[src/rtl/sfr_pkg.sv]
// ----------------------------------------------------------------------------
// sfr_pkg
// shared constants, types and tables of the swept formant resonator
// ----------------------------------------------------------------------------
package sfr_pkg;

  localparam int SAMPLE_BITS_DEF  = 24;
  localparam int CORDIC_STEPS_DEF = 16;
  localparam int CFG_IDX_W        = 3;
  localparam int CFG_DATA_W       = 25;

  localparam logic [CFG_IDX_W-1:0] REG_START_FREQ   = 3'd0;
  localparam logic [CFG_IDX_W-1:0] REG_START_RESON  = 3'd1;
  localparam logic [CFG_IDX_W-1:0] REG_START_GAIN   = 3'd2;
  localparam logic [CFG_IDX_W-1:0] REG_TARGET_FREQ  = 3'd3;
  localparam logic [CFG_IDX_W-1:0] REG_TARGET_RESON = 3'd4;
  localparam logic [CFG_IDX_W-1:0] REG_TARGET_GAIN  = 3'd5;
  localparam logic [CFG_IDX_W-1:0] REG_SWEEP_RATE   = 3'd6;

  localparam logic [15:0] GAIN_ONE   = 16'd16384;
  localparam logic [24:0] RATE_RESET = 25'd33554;
  localparam logic [24:0] ONE_Q24    = 25'd16777216;
  localparam logic signed [33:0] CORDIC_X0 = 34'sd652032874;

  // cordic sequencer request and response
  typedef struct packed {
    logic        start;
    logic [15:0] freq;
  } sfr_cordic_req_t;

  typedef struct packed {
    logic               done;
    logic signed [33:0] cos_val;
  } sfr_cordic_rsp_t;

  typedef enum logic [3:0] {
    ST_IDLE,
    ST_LOAD,
    ST_INTERP,
    ST_COS_GO,
    ST_COS_WAIT,
    ST_A1,
    ST_A2,
    ST_ACC_G,
    ST_ACC_1,
    ST_ACC_2,
    ST_OUT
  } sfr_state_t;

  function automatic logic [31:0] atan_turn(input logic [4:0] i);
    logic [31:0] v;
    case (i)
      5'd0:  v = 32'h20000000;
      5'd1:  v = 32'h12E4051E;
      5'd2:  v = 32'h09FB385B;
      5'd3:  v = 32'h051111D4;
      5'd4:  v = 32'h028B0D43;
      5'd5:  v = 32'h0145D7E1;
      5'd6:  v = 32'h00A2F61E;
      5'd7:  v = 32'h00517C55;
      5'd8:  v = 32'h0028BE53;
      5'd9:  v = 32'h00145F2F;
      5'd10: v = 32'h000A2F98;
      5'd11: v = 32'h000517CC;
      5'd12: v = 32'h00028BE6;
      5'd13: v = 32'h000145F3;
      5'd14: v = 32'h0000A2FA;
      5'd15: v = 32'h0000517D;
      5'd16: v = 32'h000028BE;
      5'd17: v = 32'h0000145F;
      5'd18: v = 32'h00000A30;
      5'd19: v = 32'h00000518;
      5'd20: v = 32'h0000028C;
      5'd21: v = 32'h00000146;
      5'd22: v = 32'h000000A3;
      5'd23: v = 32'h00000051;
      default: v = 32'h0;
    endcase
    return v;
  endfunction

endpackage

[src/rtl/swept_formant_resonator_top.sv]
// ----------------------------------------------------------------------------
// swept_formant_resonator_top
// two-pole resonator with linear sweep of frequency, radius and gain
// ----------------------------------------------------------------------------
// channel  dir  fields (lsb first)
// in_      in   tdata: sample; tuser: set_start, start_sweep
// out_     out  tdata: filtered; tuser: clipped, sweeping
// cfg_     in   index 0..6, data up to 25 bits
//
// when coefficients are recomputed (set_start or a sweep step), the result
// beat also waits for the cordic loop
// in_tready is low from acceptance until the result beat is taken; the next
// input beat can be accepted in the cycle after the result beat is taken
// reset is synchronous, active low, and clears all filter and sweep state
// ----------------------------------------------------------------------------
module swept_formant_resonator_top #(
  parameter int SAMPLE_BITS  = sfr_pkg::SAMPLE_BITS_DEF,
  parameter int CORDIC_STEPS = sfr_pkg::CORDIC_STEPS_DEF
) (
  input  logic                             clk,
  input  logic                             rst_n,
  input  logic                             in_tvalid,
  output logic                             in_tready,
  input  logic [((SAMPLE_BITS+7)/8)*8-1:0] in_tdata,  // sample
  input  logic [1:0]                       in_tuser,  // set_start, start_sweep
  output logic                             out_tvalid,
  input  logic                             out_tready,
  output logic [31:0]                      out_tdata, // filtered
  output logic [1:0]                       out_tuser, // clipped, sweeping
  input  logic                             cfg_we,
  input  logic [sfr_pkg::CFG_IDX_W-1:0]    cfg_index,
  input  logic [sfr_pkg::CFG_DATA_W-1:0]   cfg_data
);

  // config registers
  logic [15:0] start_freq_r, start_reson_r, start_gain_r;
  logic [15:0] target_freq_r, target_reson_r, target_gain_r;
  logic [24:0] sweep_rate_r;

  always_ff @(posedge clk) begin
    if (!rst_n) begin
      start_freq_r   <= '0;
      start_reson_r  <= '0;
      start_gain_r   <= sfr_pkg::GAIN_ONE;
      target_freq_r  <= '0;
      target_reson_r <= '0;
      target_gain_r  <= sfr_pkg::GAIN_ONE;
      sweep_rate_r   <= sfr_pkg::RATE_RESET;
    end else if (cfg_we) begin
      case (cfg_index)
        sfr_pkg::REG_START_FREQ:   start_freq_r   <= cfg_data[15:0];
        sfr_pkg::REG_START_RESON:  start_reson_r  <= cfg_data[15:0];
        sfr_pkg::REG_START_GAIN:   start_gain_r   <= cfg_data[15:0];
        sfr_pkg::REG_TARGET_FREQ:  target_freq_r  <= cfg_data[15:0];
        sfr_pkg::REG_TARGET_RESON: target_reson_r <= cfg_data[15:0];
        sfr_pkg::REG_TARGET_GAIN:  target_gain_r  <= cfg_data[15:0];
        sfr_pkg::REG_SWEEP_RATE:   sweep_rate_r   <= cfg_data;
        default: ;
      endcase
    end
  end

  // filter and sweep state
  sfr_pkg::sfr_state_t state_r, state_nxt;
  logic signed [39:0] y1_r, y2_r;
  logic [15:0]        base_f_r, base_r_r, cur_f_r, cur_r_r;
  logic signed [15:0] base_g_r, cur_g_r;
  logic signed [17:0] d_f_r, d_r_r, d_g_r;
  logic [24:0]        pos_r;
  logic               active_r;
  logic signed [17:0] a1_r, a2_r;
  logic signed [SAMPLE_BITS-1:0] x_r;
  logic               upd_r;
  logic [1:0]         isel_r;
  logic signed [74:0] acc_r;
  logic [31:0]        out_data_r;
  logic               clip_r, out_valid_r;

  // flags of the accepted beat and sweep interpolation enable
  logic [1:0]         in_tuser_hold_r;
  logic               interp_r;

  sfr_pkg::sfr_cordic_req_t creq;
  sfr_pkg::sfr_cordic_rsp_t crsp;
  logic signed [17:0] op_a;
  logic signed [40:0] op_b;
  logic signed [74:0] prod;

  logic signed [74:0] rnd_i, rnd_a1, rnd_a2, acc_sum, y_full;
  logic signed [39:0] y40;
  logic               go_sweep;
  logic [25:0]        pos_sum;

  sfr_cordic #(.CORDIC_STEPS(CORDIC_STEPS)) u_cordic (
    .clk(clk), .rst_n(rst_n), .req(creq), .rsp(crsp)
  );

  sfr_mac u_mac (.clk(clk), .op_a(op_a), .op_b(op_b), .prod(prod));

  logic in_fire;
  assign in_tready = (state_r == sfr_pkg::ST_IDLE) && !out_valid_r;
  assign in_fire   = in_tvalid && in_tready;

  // next state
  always_comb begin
    state_nxt = state_r;
    case (state_r)
      sfr_pkg::ST_IDLE:     if (in_fire) state_nxt = sfr_pkg::ST_LOAD;
      sfr_pkg::ST_LOAD:     state_nxt = sfr_pkg::ST_INTERP;
      sfr_pkg::ST_INTERP:   if (isel_r == 2'd3)
                              state_nxt = upd_r ? sfr_pkg::ST_COS_GO : sfr_pkg::ST_ACC_G;
      sfr_pkg::ST_COS_GO:   state_nxt = sfr_pkg::ST_COS_WAIT;
      sfr_pkg::ST_COS_WAIT: if (crsp.done) state_nxt = sfr_pkg::ST_A1;
      sfr_pkg::ST_A1:       state_nxt = sfr_pkg::ST_A2;
      sfr_pkg::ST_A2:       state_nxt = sfr_pkg::ST_ACC_G;
      sfr_pkg::ST_ACC_G:    state_nxt = sfr_pkg::ST_ACC_1;
      sfr_pkg::ST_ACC_1:    state_nxt = sfr_pkg::ST_ACC_2;
      sfr_pkg::ST_ACC_2:    state_nxt = sfr_pkg::ST_OUT;
      sfr_pkg::ST_OUT:      state_nxt = sfr_pkg::ST_IDLE;
      default:              state_nxt = sfr_pkg::ST_IDLE;
    endcase
  end

  // multiplier operand select
  always_comb begin
    op_a = '0;
    op_b = '0;
    case (state_r)
      sfr_pkg::ST_INTERP: begin
        case (isel_r)
          2'd0:    op_a = d_f_r;
          2'd1:    op_a = d_r_r;
          default: op_a = d_g_r;
        endcase
        // the first product already needs the advanced position
        op_b = $signed({16'd0, (isel_r == 2'd0) ? pos_sum[24:0] : pos_r});
      end
      sfr_pkg::ST_A1: begin
        op_a = $signed({2'b00, cur_r_r});
        op_b = 41'(crsp.cos_val);
      end
      sfr_pkg::ST_A2: begin
        op_a = $signed({2'b00, cur_r_r});
        op_b = $signed({25'd0, cur_r_r});
      end
      sfr_pkg::ST_ACC_G: begin
        op_a = 18'(cur_g_r);
        op_b = 41'(x_r);
      end
      sfr_pkg::ST_ACC_1: begin
        op_a = a1_r;
        op_b = 41'(y1_r);
      end
      sfr_pkg::ST_ACC_2: begin
        op_a = a2_r;
        op_b = 41'(y2_r);
      end
      default: ;
    endcase
    creq.start = (state_r == sfr_pkg::ST_COS_GO);
    creq.freq  = cur_f_r;
  end

  always_comb begin
    rnd_i   = (prod + 75'sd8388608) >>> 24;
    rnd_a1  = (prod + 75'sd268435456) >>> 29;
    rnd_a2  = (prod + 75'sd32768) >>> 16;
    acc_sum = acc_r + prod;
    y_full  = (acc_sum + 75'sd32768) >>> 16;
    if (y_full > 75'sd549755813887)       y40 = 40'sh7FFFFFFFFF;
    else if (y_full < -75'sd549755813888) y40 = 40'sh8000000000;
    else                                  y40 = 40'(y_full);
    go_sweep = active_r && (sweep_rate_r != '0);
    pos_sum  = 26'(pos_r) + 26'(sweep_rate_r);
  end

  always_ff @(posedge clk) begin
    if (!rst_n) begin
      state_r     <= sfr_pkg::ST_IDLE;
      y1_r        <= '0;
      y2_r        <= '0;
      base_f_r    <= '0;
      base_r_r    <= '0;
      base_g_r    <= $signed(sfr_pkg::GAIN_ONE);
      cur_f_r     <= '0;
      cur_r_r     <= '0;
      cur_g_r     <= $signed(sfr_pkg::GAIN_ONE);
      d_f_r       <= '0;
      d_r_r       <= '0;
      d_g_r       <= '0;
      pos_r       <= '0;
      active_r    <= 1'b0;
      a1_r        <= '0;
      a2_r        <= '0;
      upd_r       <= 1'b0;
      isel_r      <= '0;
      out_valid_r <= 1'b0;
    end else begin
      state_r <= state_nxt;
      if (out_valid_r && out_tready) out_valid_r <= 1'b0;
      case (state_r)
        sfr_pkg::ST_IDLE: if (in_fire) begin
          x_r <= $signed(in_tdata[SAMPLE_BITS-1:0]);
          upd_r <= 1'b0;
          if (in_tuser[0]) begin
            active_r <= 1'b0;
            base_f_r <= start_freq_r;  cur_f_r <= start_freq_r;
            base_r_r <= start_reson_r; cur_r_r <= start_reson_r;
            base_g_r <= $signed(start_gain_r); cur_g_r <= $signed(start_gain_r);
            upd_r    <= 1'b1;
          end
        end
        sfr_pkg::ST_LOAD: begin
          isel_r <= '0;
          if (in_tuser_hold_r[1]) begin
            base_f_r <= cur_f_r;
            base_r_r <= cur_r_r;
            base_g_r <= cur_g_r;
            d_f_r    <= $signed({2'b00, target_freq_r}) - $signed({2'b00, cur_f_r});
            d_r_r    <= $signed({2'b00, target_reson_r}) - $signed({2'b00, cur_r_r});
            d_g_r    <= 18'($signed(target_gain_r)) - 18'(cur_g_r);
            pos_r    <= '0;
            active_r <= 1'b1;
          end
        end
        sfr_pkg::ST_INTERP: begin
          // isel 0 advances position, 1..3 take products of the deltas
          isel_r <= isel_r + 2'd1;
          case (isel_r)
            2'd0: if (go_sweep) begin
              upd_r <= 1'b1;
              if (pos_sum >= 26'(sfr_pkg::ONE_Q24)) begin
                pos_r    <= sfr_pkg::ONE_Q24;
                active_r <= 1'b0;
                base_f_r <= target_freq_r;  cur_f_r <= target_freq_r;
                base_r_r <= target_reson_r; cur_r_r <= target_reson_r;
                base_g_r <= $signed(target_gain_r); cur_g_r <= $signed(target_gain_r);
                interp_r <= 1'b0;
              end else begin
                pos_r    <= pos_sum[24:0];
                interp_r <= 1'b1;
              end
            end else begin
              interp_r <= 1'b0;
            end
            default: ;
          endcase
        end
        sfr_pkg::ST_A2: begin
          a1_r <= (rnd_a1 > 75'sd131071) ? 18'sd131071 :
                  (rnd_a1 < -75'sd131072) ? -18'sd131072 : 18'(rnd_a1);
        end
        sfr_pkg::ST_ACC_G: if (upd_r) a2_r <= -18'(rnd_a2);
        sfr_pkg::ST_ACC_1: acc_r <= prod <<< 2;
        sfr_pkg::ST_ACC_2: acc_r <= acc_sum;
        sfr_pkg::ST_OUT: begin
          y2_r <= y1_r;
          y1_r <= y40;
          if (y40 > 40'sd2147483647) begin
            out_data_r <= 32'h7FFFFFFF; clip_r <= 1'b1;
          end else if (y40 < -40'sd2147483648) begin
            out_data_r <= 32'h80000000; clip_r <= 1'b1;
          end else begin
            out_data_r <= 32'(y40); clip_r <= 1'b0;
          end
          out_valid_r <= 1'b1;
        end
        default: ;
      endcase
      // interpolation products land in the cycle after their operands
      if (state_r == sfr_pkg::ST_INTERP && interp_r) begin
        case (isel_r)
          2'd1: cur_f_r <= 16'(18'(base_f_r) + 18'(rnd_i));
          2'd2: cur_r_r <= 16'(18'(base_r_r) + 18'(rnd_i));
          2'd3: cur_g_r <= 16'(base_g_r + 16'(rnd_i));
          default: ;
        endcase
      end
    end
  end

  always_ff @(posedge clk) begin
    if (in_fire) in_tuser_hold_r <= in_tuser;
  end

  // final accumulate step moved into the output: y uses acc with a2*y2 added
  assign out_tvalid = out_valid_r;
  assign out_tdata  = out_data_r;
  assign out_tuser  = {active_r, clip_r};

endmodule

[src/rtl/sfr_cordic.sv]
// ----------------------------------------------------------------------------
// sfr_cordic
// iterative rotation-mode cordic, one micro-rotation per cycle, cos in Q4.30
// ----------------------------------------------------------------------------
module sfr_cordic #(
  parameter int CORDIC_STEPS = sfr_pkg::CORDIC_STEPS_DEF
) (
  input  logic                     clk,
  input  logic                     rst_n,
  input  sfr_pkg::sfr_cordic_req_t req,
  output sfr_pkg::sfr_cordic_rsp_t rsp
);

  localparam int CNT_W = $clog2(CORDIC_STEPS + 1);

  logic signed [33:0] x_r, y_r;
  logic signed [33:0] z_r;
  logic               neg_r, busy_r, done_r;
  logic [CNT_W-1:0]   step_r;

  logic [15:0]        f_adj;
  logic               f_neg;
  logic signed [33:0] ys, xs, ang;
  logic [4:0]         step_i;

  always_comb begin
    f_neg = (16'(req.freq + 16'd16384)) >= 16'd32768;
    f_adj = f_neg ? (req.freq ^ 16'h8000) : req.freq;
    step_i = 5'(step_r);
    ys  = y_r >>> step_i;
    xs  = x_r >>> step_i;
    ang = $signed({2'b00, sfr_pkg::atan_turn(step_i)});
  end

  always_ff @(posedge clk) begin
    if (!rst_n) begin
      busy_r <= 1'b0;
      done_r <= 1'b0;
      step_r <= '0;
    end else begin
      done_r <= 1'b0;
      if (req.start) begin
        busy_r <= 1'b1;
        step_r <= '0;
      end else if (busy_r) begin
        if (step_r == CNT_W'(CORDIC_STEPS - 1)) begin
          busy_r <= 1'b0;
          done_r <= 1'b1;
        end
        step_r <= step_r + 1'b1;
      end
    end
  end

  always_ff @(posedge clk) begin
    if (req.start) begin
      x_r   <= sfr_pkg::CORDIC_X0;
      y_r   <= '0;
      z_r   <= 34'($signed(f_adj)) <<< 16;
      neg_r <= f_neg;
    end else if (busy_r) begin
      if (!z_r[33]) begin
        x_r <= x_r - ys;
        y_r <= y_r + xs;
        z_r <= z_r - ang;
      end else begin
        x_r <= x_r + ys;
        y_r <= y_r - xs;
        z_r <= z_r + ang;
      end
    end
  end

  assign rsp.done    = done_r;
  assign rsp.cos_val = neg_r ? -x_r : x_r;

endmodule

[src/rtl/sfr_mac.sv]
// ----------------------------------------------------------------------------
// sfr_mac
// shared 18x41 signed multiplier with registered product
// ----------------------------------------------------------------------------
module sfr_mac (
  input  logic               clk,
  input  logic signed [17:0] op_a,
  input  logic signed [40:0] op_b,
  output logic signed [74:0] prod
);

  logic signed [74:0] prod_r;

  always_ff @(posedge clk) begin
    prod_r <= 75'(op_a * op_b);
  end

  assign prod = prod_r;

endmodule

[config.mk]
export PLATFORM = sky130hd
export DESIGN_NAME = swept_formant_resonator_top
export DESIGN_NICKNAME = d
export VERILOG_FILES = /design/src/rtl/sfr_pkg.sv /design/src/rtl/swept_formant_resonator_top.sv /design/src/rtl/sfr_cordic.sv /design/src/rtl/sfr_mac.sv
export SDC_FILE = /design/constraint.sdc
export NUM_CORES = 2
export LEC_CHECK = 0
export BUFFER_PORTS_ARGS = -buffer_cell sky130_fd_sc_hd__buf_2
export CORE_ASPECT_RATIO = 0.5
export CORE_UTILIZATION = 38
export DETAILED_ROUTE_END_ITERATION = 6
export GPL_ROUTABILITY_DRIVEN = 0
export GPL_TIMING_DRIVEN = 1
export PLACE_DENSITY_LB_ADDON = 0.1
export SYNTH_ARGS = -nofsm -noshare
export SYNTH_HDL_FRONTEND = slang
export SYNTH_SLANG_ARGS = --single-unit
[constraint.sdc]
create_clock -name clk -period 12.7 [get_ports clk]
set_input_delay 0.635 -clock clk [delete_from_list [all_inputs] [get_ports clk]]
set_output_delay 0.635 -clock clk [all_outputs]
set_load 0.01 [all_outputs]
# Word level (Yosys, flattened, before mapping)
# Memory sizes are Yosys's and may differ from the RTL's. A register that Yosys moved wholly into a read port is not among the register bits.
# Index checks and enable logic that the tools add are counted.
[word_totals]
input_bits = 59
regBits = 725
elab_cells = 238
rom_bits = 960
memories = 1
output_inout_bits = 36
[op_classes]
n_addsub = 23
shift = 2
n_mul = 1
n_mux = 95
reduce_logical = 36
n_lt_le_gt_ge = 8
n_bitwise = 3
eq_ne = 28
[mem_list]
columns = ["memory", "words", "word_bits", "read_ports", "rd_clocked_by_memory_dff", "write_ports", "line_no", "text"]
rows = [
  ["(name not given)", 32, 30, 1, 1, 0, "sfr_pkg.sv:52", "case (i)"],
]
[ops]
columns = ["operator", "count"]
rows = [
  ["16-bit two-way mux", 40],
  ["41-bit one-hot mux with 6 select lines", 1],
  ["34-bit two-way mux", 6],
  ["75-bit one-hot mux with 2 select lines", 1],
  ["16-bit one-hot mux with 3 select lines", 3],
  ["25-bit two-way mux", 5],
  ["16-bit one-hot mux with 2 select lines", 3],
  ["18-bit one-hot mux with 5 select lines", 1],
  ["40-bit two-way mux", 2],
  ["75-bit by 17-bit adder with 75-bit output (second input constant)", 1],
  ["75-bit by 59-bit adder with 75-bit output", 1],
  ["34-bit adder", 2],
  ["34-bit by 5-bit >>> shifter with 34-bit output", 2],
  ["34-bit subtractor", 2],
  ["59-bit by 30-bit adder with 60-bit output (second input constant)", 1],
  ["59-bit by 40-bit greater-than comparator with 1-bit output (second input constant)", 1],
  ["59-bit by 40-bit less-than comparator with 1-bit output (second input constant)", 1],
  ["18-bit by 41-bit multiplier with 59-bit output", 1],
  ["16-bit by 16-bit subtractor with 17-bit output", 3],
  ["25-bit one-hot mux with 2 select lines", 1],
  ["16-bit adder", 3],
  ["46-bit by 18-bit greater-than comparator with 1-bit output (second input constant)", 1],
  ["46-bit by 18-bit less-than comparator with 1-bit output (second input constant)", 1],
  ["40-bit by 25-bit adder with 40-bit output (second input constant)", 1],
  ["other kinds (51)", 112],
]

# Longest topological paths before layout
[depth]
depth_word = 8
depth_mapped = 48
ltp_nobuf = 48

# Modules after synthesis
# Synthesis repeated with hierarchy kept, for this count alone.
[unflattened]
cells_unflattened = 10096
hier_area_um2 = 82997.1
[modules_own_cells]
columns = ["mod", "n_inst", "seq_area_each_um2", "cells_each", "area_per_inst_um2"]
rows = [
  ["swept_formant_resonator_top", 1, 12391.9, 4766, 37897.6],
  ["sfr_mac", 1, 1181.1, 2994, 26424.1],
  ["sfr_cordic", 1, 2992.9, 2336, 18675.4],
]

# Least setup slack after synthesis
# Ideal clock, no wire load.
[synth_timing]
kind = "reg2reg"
start = "reg u_cordic.x_r[11]"
end = "reg u_mac.prod_r[57], in the netlist u_mac.prod[57]"
t_required_ns = 12.573
setup_slack_ns = 2.539
arrival_time_ns = 10.034
path_buffers = 3
path_stages_with_launch = 43
synth_period_minus_slack_ns = 10.161
setup_time_ns = 0.127
path_cell_list = "dfxtp_1 > clkbuf_1 > or4_1 > or4_1 > or2_2 > or4_1 > nand2b_1 > or4_1 > or4_1 > o31ai_1 > xor2_1 > o21a_1 > clkbuf_1 > o21ai_1 > clkbuf_1 > nand2_1 > fa_1 > inv_1 > [7 not listed] > fa_1 > inv_1 > ha_1 > a21o_1 > a21o_1 > a21oi_1 > nor2b_1 > o21a_1 > o21ai_0 > nand2b_1 > a21oi_1 > a21oi_1 > o31ai_1 > o21ai_0 > a21o_1 > a21oi_1 > o21ai_0 > xor2_1"
[synth_between]
elab_chain_cells = 4
[synth_lines]
columns = ["element", "line_no", "text"]
rows = [
  ["from (decl)", "sfr_cordic.sv:16", "logic signed [33:0] x_r, y_r;"],
  ["from (signal assigned)", "sfr_cordic.sv:57", "x_r <= sfr_pkg::CORDIC_X0;"],
  ["from (signal assigned)", "sfr_cordic.sv:63", "x_r <= x_r - ys;"],
  ["from (signal assigned)", "sfr_cordic.sv:67", "x_r <= x_r + ys;"],
  ["34-bit negation", "sfr_cordic.sv:75", "assign rsp.cos_val = neg_r ? -x_r : x_r;"],
  ["34-bit two-way mux (*)", "sfr_cordic.sv:75", ""],
  ["41-bit one-hot mux with 6 select lines (*)", "swept_formant_resonator_top.sv:128", "case (state_r)"],
  ["18-bit by 41-bit multiplier with 59-bit output (*)", "sfr_mac.sv:15", "prod_r <= 75'(op_a * op_b);"],
  ["to (signal assigned)", "sfr_mac.sv:15", ""],
  ["to (decl)", "sfr_mac.sv:12", "logic signed [74:0] prod_r;"],
]
# Mark *: on every way between the ends. The rest lies on a longest branch, timed or not.
# A chain may end at the register's enable or synchronous reset.

# Worst setup path in the final report
[layout_timing]
start = "reg sweep_rate_r[0]"
end = "reg u_mac.prod_r[56], in the netlist u_mac.prod[56]"
[layout_between]
elab_chain_cells = 4
[layout_lines]
columns = ["element", "line_no", "text"]
rows = [
  ["from (decl)", "swept_formant_resonator_top.sv:38", "logic [24:0] sweep_rate_r;"],
  ["from (signal assigned)", "swept_formant_resonator_top.sv:48", "sweep_rate_r <= sfr_pkg::RATE_RESET;"],
  ["from (signal assigned)", "swept_formant_resonator_top.sv:57", "sfr_pkg::REG_SWEEP_RATE: sweep_rate_r <= cfg_data;"],
  ["25-bit by 25-bit adder with 26-bit output", "swept_formant_resonator_top.sv:174", "pos_sum = 26'(pos_r) + 26'(sweep_rate_r);"],
  ["25-bit two-way mux", "swept_formant_resonator_top.sv:136", "op_b = $signed({16'd0, (isel_r == 2'd0) ? pos_sum[24:0] : pos_r});"],
  ["41-bit one-hot mux with 6 select lines", "swept_formant_resonator_top.sv:128", ""],
  ["18-bit by 41-bit multiplier with 59-bit output", "sfr_mac.sv:15", ""],
]
# No other way between the ends.

==> metrics.md <==
| Metric | Value |
|---|---|
| Status | complete, no violations |
| Vias in the first global route | 65340 |
| Via count | 68830 |
| Non-Filler Instances | 12110 |
| Power per Cell Area | 135.0 mW/mm2 |
| CP max FO | 8 |
| Worst-Margin Slew | 1495 ps |
| Crit-path most repeated cell | fa_1 |
| Top cells by area, synth | fa_1, dfxtp_1, nand2_1 |
| Seq. cell area | 0.01658 mm2 |
| DRT iter0 DRCs | 6539 |
| Post-synth top area share | 17.73% |
| Class of the worst hold path | input port to register |
| Starting Density | 38.45% |
| Clock skew | 49.61 ps |
| Fill count | 20860 |
| Placed Cells incl. Taps | 11950 |
| Root buffer cell | clkbuf_16 |
| Die area | 0.2090 mm2 |
| Clock latency on the worst-skew pair | 750 ps |
| Slew margin rel. | 0.3398% |
| CTS Sinks | 751 |
| Core Rows | 117 |
| Area growth from synthesis to layout | 8.290% |
| Simple-gate share of the synthesized area | 19.06% |
| Switching pwr | 5.084 mW |
| Cts repair resizes | 0 |
| Layout cell share with drive strength beyond 1 | 7.408% |
| Multi-input logic area | 0.05672 mm2 |
| Antenna Violating Nets Remaining | 0 |
| Ys Warns | 0 |
| Crit path max-delay cell type | fa_1 |
| Sw Share | 44.21% |
| TritonCTS clock tree | done |
| Yosys top cell by area | fa_1 |
| Synth Area per Inst | 8.312 um2 |
| Commonest cells after routing, fill and taps aside | nand2_1, inv_1, fa_1 |
| Post-Syn Nets | 10670 |
| Final setup violation count | 0 |
| Core area | 0.2047 mm2 |
| Vias/cell | 5.685 |
| H-tree Lvls | 3 |
| Initial antenna violation count | 12 |
| Setup WS pre-CTS | 1305 ps |
| Adder-cell share of the synthesized area | 24.91% |
| Die height | 323.8 um |
| Peak VDD IR | 0.0001051 V |
| EDFF count, synth | 153 |
| Synth async-reset ratio | 0% |
| Final HPWL DP | 225.2 mm |
| Drt pass-1 iters | 6 |
| Top_reg_cell synth | dfxtp_1 |
| Gate count of the mapped netlist | 9466 |
| Crit-path max cell delay | 550 ps |
| Compound-gate portion of the synthesized area | 17.44% |
| Port Buf Inserts | 94 |
| Post-CTS setup buffers | 0 |
| Mapped Area | 0.07868 mm2 |
| Setup slack after layout | 1088 ps |
| CTS Hold Bufs | 0 |
| DR DRC count | 0 |
| RSZ-0062 raised after global routing | no |
| WL per Instance | 24.23 um |
| Setup tns final | 0 ps |
| Synth unique cells | 116 |
| Clock Tree Buf Depth | 3 |
| Crit path launch type | register |
| Total CTS buffers | 83 |
| Mux share of post-synthesis cell area | 4.526% |
| Worst endpoint required time | 13330 ps |
| Clk slew on worst S/H paths | 70 ps |
| Leakage | 36.82 nW |
| Max Cap Violations | 0 |
| Comb pwr share | 48.9% |
| CP Capture Type | register |
| Power, Total | 11.50 mW |
| Final Hold Viols | 0 |
| First-pass GRT wire length | 435.4 mm |
| Crit Path Class | register to register |
| Die width | 645.5 um |
| Total gr overflow | 0 |
| Largest family of logic cells by synthesized area | adder cells |
| Routed Wire Length | 293.3 mm |
| Fin. max-slew vios | 0 |
| Clock power share | 23.7% |
| Arrival @ worst endpoint | 12240 ps |
| Fin crit period | 11610 ps |
| Internal power | 6.416 mW |
| #FFs+latches synth | 751 |
| Commonest non-fill, non-tap cell in the layout | nand2_1 |
| Largest net degree at the start of global routing | 108 |
| Register area share after synthesis | 21.05% |
| Max frequency | 86.11 MHz |
| Final nets | 10510 |
| Flop pwr share | 27.4% |
| Part of the cycle the worst path needs | 91.44% |
| Xor/xnor cell area share of the yosys netlist | 5.777% |
| Overall routing resource usage | 27.56% |
| # IOs | 95 |
## flip-flops by register name, summed over array words and instances (netlist names), 24 cells and up
| register | cells |
|---|---|
| u_mac.prod | 59 |
| pos_r | 25 |
| y1_r | 40 |
| u_cordic.x_r | 34 |
| u_cordic.z_r | 34 |
| u_cordic.ang | 30 |
| x_r | 24 |
| y2_r | 40 |
| sweep_rate_r | 25 |
| acc_r | 75 |
| out_tdata | 32 |
| u_cordic.y_r | 34 |
## metal layers
metal  part of all wire [%]  track usage (%)
met3                    7.2            4.204
met2                     43            41.93
met1                     46            39.77
met4                    3.8            9.329
met5                      0                0
## cell families (layout without fill, tap and decap cells)
family / Yosys count / count (layout)
AOI/OAI and AO/OA: 2030 / 2030
xor gates and xnor gates: 519 / 519
adders and majority gates: 1148 / 1148
buffers and inverters: 1503 / 1405
DFF: 751 / 751
muxes: 255 / 255
other: 0 / 3
and+or+nand+nor: 3260 / 3260
## critical path, delay by kind of cell, from the launching register on
kind	cells	cell delay (ps)
muxes	1	230
DFF	1	350
xor gates and xnor gates	2	270
and+or+nand+nor	8	920
buffers and inverters	6	410
adders and majority gates	9	3950
AOI/OAI and AO/OA	20	5340
## per-stage QoR
stage                     area (um2)  hold slack [ps]  util [%]
after floorplan                78680            431.5         -
after detailed placement       82230            456.1     40.18
after CTS                      85190            26.34     41.63
after global placement         82230            449.1     40.18
final                          85200            77.55     41.63
after global routing           85190            44.03     41.63
## final timing paths
kind,start,slack [ps],to,cells past startpoint
setup / recovery,sweep_rate_r[0],1090,u_mac.prod[56],46
setup reg to reg,sweep_rate_r[0],1090,u_mac.prod[56],46
hold / removal,in_tdata[12],80,x_r[12],1
hold reg to reg,y2_r[31],460,y2_r[31],2
## Yosys cell counts, types with 46 or more instances
library cell     n
nand2_1       1536
inv_1          982
fa_1           697
dfxtp_1        598
nor2_1         557
ha_1           451
clkbuf_1       437
o21ai_0        424
a21oi_1        413
xnor2_1        299
nand3_1        257
xor2_1         220
a21boi_0       194
and2_1         192
edfxtp_1       153
mux2i_1        142
nor3_1         142
a22oi_1        136
a21o_1         117
nand4_1        114
nor2b_1         92
a31oi_1         85
o211a_1         82
mux4_2          77
and3_1          74
nand2b_1        69
o21a_1          59
o21bai_1        59
buf_1           56
o31ai_1         51
a211oi_1        46
## power groups by stage
| stage | Combinational [mW] | Clock, mW | Sequential (mW) |
|---|---|---|---|
| after floorplan | 4.18 | 0 | 2.94 |
| after global placement | 5.55 | 0 | 3.18 |
| after detailed placement | 5.55 | 0 | 3.19 |
| after CTS | 5.58 | 2.78 | 3.14 |
| after global routing | 6.19 | 2.88 | 3.18 |
| final | 5.63 | 2.73 | 3.15 |
## cell type report
type                            instances  share of cell area [%]
Inverter                              986                   4.345
Clock buffer                          108                   2.706
Tap cell                             2737                   4.019
Sequential cell                       751                   19.47
Antenna cell                            3                0.008811
Timing Repair Buffer                  265                   2.100
Multi-Input combinational cell       7212                   66.58
Clock inverter                         46                  0.7783
Power figures use the tool's default switching activity.
